### config.mk
export PLATFORM = sky130hd
export DESIGN_NAME = ssc_back
export DESIGN_NICKNAME = d
export VERILOG_FILES = /design/src/rtl/ssc_pkg.sv /design/src/rtl/ssc_back.sv
export SDC_FILE = /design/constraint.sdc
export NUM_CORES = 2
export LEC_CHECK = 0
export BUFFER_PORTS_ARGS = -buffer_cell sky130_fd_sc_hd__buf_2
export CORE_MARGIN = 2
export CORE_UTILIZATION = 30
export CTS_BUF_LIST = sky130_fd_sc_hd__clkbuf_8
export CTS_CLUSTER_DIAMETER = 80
export CTS_CLUSTER_SIZE = 16
export DETAILED_ROUTE_END_ITERATION = 8
export HOLD_SLACK_MARGIN = 0.03
export PLACE_DENSITY = 0.54
export SETUP_SLACK_MARGIN = 0.4
export SLEW_MARGIN = 20
export SYNTH_ARGS = -nofsm -noshare
export SYNTH_HDL_FRONTEND = slang
export SYNTH_SLANG_ARGS = --single-unit
### constraint.sdc
create_clock -name clk -period 12.07 [get_ports clk]
set_clock_uncertainty 0.2 [all_clocks]
set_input_delay 0 -clock clk [delete_from_list [all_inputs] [get_ports clk]]
set_output_delay 0 -clock clk [all_outputs]
set_load 0.005 [all_outputs]
### src/rtl/ssc_pkg.sv
`timescale 1ns / 1ps
`default_nettype none

package ssc_pkg;

  localparam int COORD_WIDTH_DEF = 32;
  localparam int MIN_LEN_W       = 16;
  localparam logic [MIN_LEN_W-1:0] MIN_LEN_RESET = 16'd1;

  localparam logic [1:0] AXIS_X = 2'd0;
  localparam logic [1:0] AXIS_Y = 2'd1;
  localparam logic [1:0] AXIS_Z = 2'd2;

  typedef enum logic [1:0] {
    CLS_BELOW  = 2'd0,
    CLS_INSIDE = 2'd1,
    CLS_ABOVE  = 2'd2
  } cls_t;

  // per-item control that rides alongside the arithmetic
  typedef struct packed {
    logic       empty;
    logic       whole;
    logic       move_s;
    logic       move_e;
    logic [1:0] axis;
  } ctl_t;

endpackage

`default_nettype wire

### src/rtl/ssc_back.sv
`timescale 1ns / 1ps
`default_nettype none

module ssc_back #(
  parameter int W = ssc_pkg::COORD_WIDTH_DEF
) (
  input  wire logic                clk,
  input  wire logic                rst,
  input  wire logic                en,
  input  wire logic                in_valid,
  input  wire ssc_pkg::ctl_t       in_ctl,
  input  wire logic [W-1:0]        in_as,
  input  wire logic [W-1:0]        in_ae,
  input  wire logic [W-1:0]        in_o1s,
  input  wire logic [W-1:0]        in_o1e,
  input  wire logic [W-1:0]        in_o2s,
  input  wire logic [W-1:0]        in_o2e,
  input  wire logic [3:0]          in_neg,
  input  wire logic [4*W-1:0]      in_quot,
  input  wire logic [2*ssc_pkg::MIN_LEN_W-1:0] lim,
  output logic                     out_valid,
  output logic                     out_nonempty,
  output logic [6*W-1:0]           out_coords
);

  localparam int MW = ssc_pkg::MIN_LEN_W;

  function automatic logic [W-1:0] apply(input logic [W-1:0] base, input logic [W-1:0] q,
                                         input logic neg, input logic mv);
    logic [W-1:0] r;
    r = neg ? (base - q) : (base + q);
    return mv ? r : base;
  endfunction

  function automatic logic [W-1:0] amag(input logic [W-1:0] a, input logic [W-1:0] b);
    logic [W:0] df;
    df = {b[W-1], b} - {a[W-1], a};
    df = df[W] ? (~df + 1'b1) : df;
    return df[W-1:0];
  endfunction

  // stage r: finish interpolated coordinates
  logic vr;
  ssc_pkg::ctl_t ctlr;
  logic [W-1:0] as_r, ae_r, o1s_r, o1e_r, o2s_r, o2e_r;

  always_ff @(posedge clk) begin
    if (rst) begin
      vr <= 1'b0;
    end else if (en) begin
      vr <= in_valid;
    end
    if (en) begin
      ctlr  <= in_ctl;
      as_r  <= in_as;
      ae_r  <= in_ae;
      o1s_r <= apply(in_o1s, in_quot[0*W +: W], in_neg[0], in_ctl.move_s);
      o2s_r <= apply(in_o2s, in_quot[1*W +: W], in_neg[1], in_ctl.move_s);
      // moved end point interpolates from the start, else keeps its own value
      o1e_r <= in_ctl.move_e ? apply(in_o1s, in_quot[2*W +: W], in_neg[2], 1'b1) : in_o1e;
      o2e_r <= in_ctl.move_e ? apply(in_o2s, in_quot[3*W +: W], in_neg[3], 1'b1) : in_o2e;
    end
  end

  // stage l: per-axis squared extents, and a flag for any extent too wide to square
  logic [W-1:0] mg0, mg1, mg2;
  always_comb begin
    mg0 = amag(as_r, ae_r);
    mg1 = amag(o1s_r, o1e_r);
    mg2 = amag(o2s_r, o2e_r);
  end

  logic vl;
  ssc_pkg::ctl_t ctll;
  logic [W-1:0] as_l, ae_l, o1s_l, o1e_l, o2s_l, o2e_l;
  logic [2*MW-1:0] sq0, sq1, sq2;
  logic lng;

  always_ff @(posedge clk) begin
    if (rst) begin
      vl <= 1'b0;
    end else if (en) begin
      vl <= vr;
    end
    if (en) begin
      ctll <= ctlr;
      as_l <= as_r; ae_l <= ae_r;
      o1s_l <= o1s_r; o1e_l <= o1e_r; o2s_l <= o2s_r; o2e_l <= o2e_r;
      sq0 <= (2*MW)'(mg0[MW-1:0]) * (2*MW)'(mg0[MW-1:0]);
      sq1 <= (2*MW)'(mg1[MW-1:0]) * (2*MW)'(mg1[MW-1:0]);
      sq2 <= (2*MW)'(mg2[MW-1:0]) * (2*MW)'(mg2[MW-1:0]);
      lng <= (mg0 > W'((1 << MW) - 1)) || (mg1 > W'((1 << MW) - 1)) ||
             (mg2 > W'((1 << MW) - 1));
    end
  end

  // output stage: length test and return to x/y/z order
  logic [2*MW+1:0] sum;
  logic keep;
  logic [W-1:0] sx, sy, sz, ex, ey, ez;

  always_comb begin
    sum  = {2'b00, sq0} + {2'b00, sq1} + {2'b00, sq2};
    keep = !ctll.empty && (ctll.whole || lng || (sum >= {2'b00, lim}));
    case (ctll.axis)
      ssc_pkg::AXIS_X: begin
        sx = as_l; sy = o1s_l; sz = o2s_l; ex = ae_l; ey = o1e_l; ez = o2e_l;
      end
      ssc_pkg::AXIS_Y: begin
        sx = o1s_l; sy = as_l; sz = o2s_l; ex = o1e_l; ey = ae_l; ez = o2e_l;
      end
      default: begin
        sx = o1s_l; sy = o2s_l; sz = as_l; ex = o1e_l; ey = o2e_l; ez = ae_l;
      end
    endcase
  end

  always_ff @(posedge clk) begin
    if (rst) begin
      out_valid <= 1'b0;
    end else if (en) begin
      out_valid <= vl;
    end
    if (en) begin
      out_nonempty <= keep;
      out_coords   <= keep ? {ez, ey, ex, sz, sy, sx} : '0;
    end
  end

endmodule

`default_nettype wire
==> run_summary.xml <==
<?xml version="1.0" encoding="UTF-8"?>
<metrics>
  <group name="route">
    <metric name="detail-route-antenna-nets" unit="">0</metric>
    <metric name="routed_via_count" unit="">52334</metric>
    <metric name="drt_pre_antenna_iters" unit="">7</metric>
    <metric name="drtIter0Drc" unit="">3664</metric>
    <metric name="route.detailed.vias_per_inst" unit="">4.902</metric>
    <metric name="remaining_drc_errors" unit="">0</metric>
    <metric name="average_wire_per_cell_in_the_routed_design" unit="µm">21.27</metric>
    <metric name="final_wl" unit="µm">227100</metric>
  </group>
  <group name="critical_path">
    <metric name="crit_path_start_kind" unit="">register</metric>
    <metric name="critPathMostFrequentCell" unit="">sky130_fd_sc_hd__fa_1</metric>
    <metric name="cp_slowest_cell" unit="">sky130_fd_sc_hd__o311ai_0</metric>
    <metric name="timing.critical_path.required" unit="ns">12.45</metric>
    <metric name="crit_arrival" unit="ns">11.31</metric>
    <metric name="number_of_cell_instances_on_the_worst_register_to_register_path" unit="">40</metric>
    <metric name="timing.critical_path.slowest_cell_delay" unit="ns">0.59</metric>
    <metric name="cp_max_fo" unit="">17</metric>
    <metric name="critical_path.endpoint_type" unit="">register</metric>
    <metric name="path_class" unit="">register to register</metric>
  </group>
  <group name="min_path">
    <metric name="worst_hold_path.num_cells" unit="">4</metric>
    <metric name="timing.hold.worst.class" unit="">input port to register</metric>
  </group>
  <group name="clock_tree">
    <metric name="htree_levels" unit="">2</metric>
    <metric name="cts_tree" unit="">built</metric>
    <metric name="clk_latency" unit="ns">0.81</metric>
    <metric name="clk_sink_count" unit="">682</metric>
    <metric name="clockRootBuffer" unit="">sky130_fd_sc_hd__clkbuf_8</metric>
    <metric name="cts_setup_buffers" unit="">0</metric>
    <metric name="cts_clock_pin_slew_for_the_worst_setup_and_hold_paths" unit="ns">0.10</metric>
    <metric name="ctsLongestPathBuffers" unit="">3</metric>
    <metric name="tritoncts.num_buffers" unit="">57</metric>
  </group>
  <group name="synthesis">
    <metric name="avgSynthCellArea" unit="µm²">9.730</metric>
    <metric name="synthesis.area" unit="µm²">65430</metric>
    <metric name="combinational_family_with_the_most_area_after_synthesis" unit="">adder cells</metric>
    <metric name="yosys.area_share.simple" unit="">0.1320</metric>
    <metric name="yosys-mux-area-fraction" unit="">0.03987</metric>
    <metric name="synthTopCellsByCount" unit="">sky130_fd_sc_hd__inv_1 (950), sky130_fd_sc_hd__nor2_1 (721), sky130_fd_sc_hd__edfxtp_1 (679)</metric>
    <metric name="synthesis.yosys.warnings" unit="">0</metric>
    <metric name="synth-edff-count" unit="">679</metric>
    <metric name="xor_xnor_share_of_the_synthesized_area" unit="">0.06225</metric>
    <metric name="synth_seq_cells" unit="">682</metric>
    <metric name="post_synth_top_area_cell" unit="">sky130_fd_sc_hd__edfxtp_1</metric>
    <metric name="yosys.area.top_type_share" unit="">0.3116</metric>
    <metric name="synth_sequential_area_ratio" unit="">0.3126</metric>
    <metric name="postSynthCellCount" unit="">6724</metric>
    <metric name="synth_compound_area_frac" unit="">0.1157</metric>
    <metric name="synthesized_area_fraction_occupied_by_adder_cells" unit="">0.2714</metric>
    <metric name="yosys.cell_types.count" unit="">109</metric>
    <metric name="leading_post_synthesis_cells_by_cell_area" unit="">sky130_fd_sc_hd__edfxtp_1 (31%), sky130_fd_sc_hd__fa_1 (16%), sky130_fd_sc_hd__ha_1 (11%)</metric>
    <metric name="synthFlopType" unit="">sky130_fd_sc_hd__edfxtp_1</metric>
    <metric name="synth_most_common_cell" unit="">sky130_fd_sc_hd__inv_1</metric>
    <metric name="asyncSetResetFlopFracSynth" unit="">0</metric>
  </group>
  <group name="finish">
    <metric name="net_count_of_the_finished_layout" unit="">9251</metric>
    <metric name="instances_no_fill" unit="">10675</metric>
    <metric name="seqCellArea" unit="µm²">20450</metric>
    <metric name="n_fill_cell" unit="">22039</metric>
    <metric name="final_layout_size_suffix_gt1_frac" unit="">0.1145</metric>
    <metric name="area_delta_synth_final" unit="%">19.55</metric>
    <metric name="multi_input_area" unit="µm²">40720</metric>
  </group>
  <group name="timing">
    <metric name="timing.final.hold_violations" unit="">0</metric>
    <metric name="final.min_clock_period" unit="ns">10.93</metric>
    <metric name="final.period_utilization" unit="">0.9057</metric>
    <metric name="slew_headroom" unit="">0.2767</metric>
    <metric name="rsz0062_at_grt" unit="">yes</metric>
    <metric name="report.final.setup_viol" unit="">0</metric>
    <metric name="max_clock_freq" unit="MHz">91.48</metric>
    <metric name="setup_tns" unit="ns">0</metric>
    <metric name="worst-slew-pin-transition" unit="ns">1.085</metric>
    <metric name="drv_slew" unit="">0</metric>
  </group>
  <group name="flow_run">
    <metric name="drv_cap" unit="">0</metric>
  </group>
  <group name="floorplan">
    <metric name="die_w" unit="µm">471</metric>
    <metric name="start_util" unit="">0.3016</metric>
    <metric name="io_pins" unit="">560</metric>
    <metric name="die_h" unit="µm">471</metric>
    <metric name="design.core.area" unit="µm²">217000</metric>
    <metric name="die_area" unit="µm²">221800</metric>
    <metric name="floorplan.rows" unit="">171</metric>
  </group>
  <group name="grt">
    <metric name="grt_first_pass_wirelength" unit="µm">336800</metric>
    <metric name="grt_overflow_total" unit="">0</metric>
    <metric name="grt_usage" unit="">0.2005</metric>
    <metric name="initial_antenna_violation_count" unit="">24</metric>
    <metric name="largest_net_degree_at_the_start_of_global_routing" unit="">167</metric>
    <metric name="via_count_of_the_first_global_routing_pass" unit="">53471</metric>
  </group>
  <group name="placement">
    <metric name="dpl.cell_count" unit="">10051</metric>
    <metric name="detailed_place_hpwl" unit="µm">187700</metric>
    <metric name="buffer_ports.inserted" unit="">559</metric>
    <metric name="place.gp.congestion" unit="">0.9379</metric>
  </group>
  <group name="status">
    <metric name="outcome" unit="">finished clean</metric>
  </group>
</metrics>
## stage by stage
stage / setup WS [ns] / utilization / instance area (µm²) / hold WS, ns
5_1_grt: 0.3767 / 0.3605 / 78210 / 0.08855
3_5_place_dp: 0.9301 / 0.3309 / 71800 / -0.02121
3_3_place_gp: 1.045 / 0.3309 / 71790 / -0.02070
4_1_cts: 0.8979 / 0.3602 / 78160 / 0.04342
6_report: 1.139 / 0.3605 / 78220 / 0.1167
2_1_floorplan: 2.176 / - / 65430 / -0.1276
## repair_timing
action                                  4_1_cts  5_1_grt
hold endpoints to repair                    346        0
resized for setup                             0        6
hold buffers                                525        0
endpoints found under the setup margin        0        3
## cells in the final DEF (no fill, tap or decap), drive strengths merged, types with 147 or more instances in the layout
cell type and n:
ha 579, fa 525, dlygate4sd3 525, edfxtp 679, nand2 529, a21oi 475, xnor2 363, mux2i 147
o21ai 176, buf 634, nor2 723, inv 972
## flip-flops by register name (all words and copies together) (netlist names), 4 cells and up
name        count
ae_l           32
ae_r           32
as_l           32
as_r           32
ctll            4
ctlr            4
o1e_l          32
o1e_r          32
o1s_l          32
o1s_r          32
o2e_l          32
o2e_r          32
o2s_l          32
o2s_r          32
out_coords    192
sq0            31
sq1            31
sq2            31
## routing by layer
metal | wire, µm | GRT usage | vias to the layer above
met4 | 8143 | 0.06225 | 16
met2 | 108400 | 0.3436 | 1436
met1 | 99200 | 0.2613 | 25601
li1 | - | - | 25054
met5 | 116 | 0 | -
met3 | 11220 | 0.02639 | 227
## critical path: cells and delay by family, from the launching register on
family | cells | cell delay (ns)
buffers and inverters | 7 | 0.60
and+or+nand+nor | 4 | 0.68
xor gates and xnor gates | 2 | 0.43
DFF | 1 | 0.40
AOI/OAI and AO/OA | 18 | 4.68
adders and majority gates | 9 | 3.71
## cells by family (layout without fill, tap and decap cells)
family | Yosys count | after routing
fa+ha+maj | 1104 | 1104
simple gates | 1889 | 1889
mux | 248 | 248
compound gates | 1197 | 1197
buf+inv | 1137 | 2223
other cells | 2 | 13
xor+xnor | 465 | 465
flops | 682 | 682
## cell type report
class                      instances  share of cell area
multi-input combinational       4906              0.5206
inverter                         975             0.04679
sequential                       682              0.2615
timing repair buffer            1159              0.1111
tap                             2854             0.04566
antenna                           10           0.0003199
clock inverter                    31            0.003871
clock buffer                      58             0.01021
## path summary, 6_finish.rpt
check                           startpoint        end  slack [ns]
worst max register to register     ae_r[0]    sq0[30]        1.14
worst min register to register   o1s_r[24]  o1s_l[24]        0.22
worst min-delay path            in_quot[0]   o1s_r[0]        0.12
worst max-delay path               ae_r[0]    sq0[30]        1.14
Power is left out: the tool's default activity adds up to more than one toggle a clock period on the data nets, which glitch-free logic cannot reach.
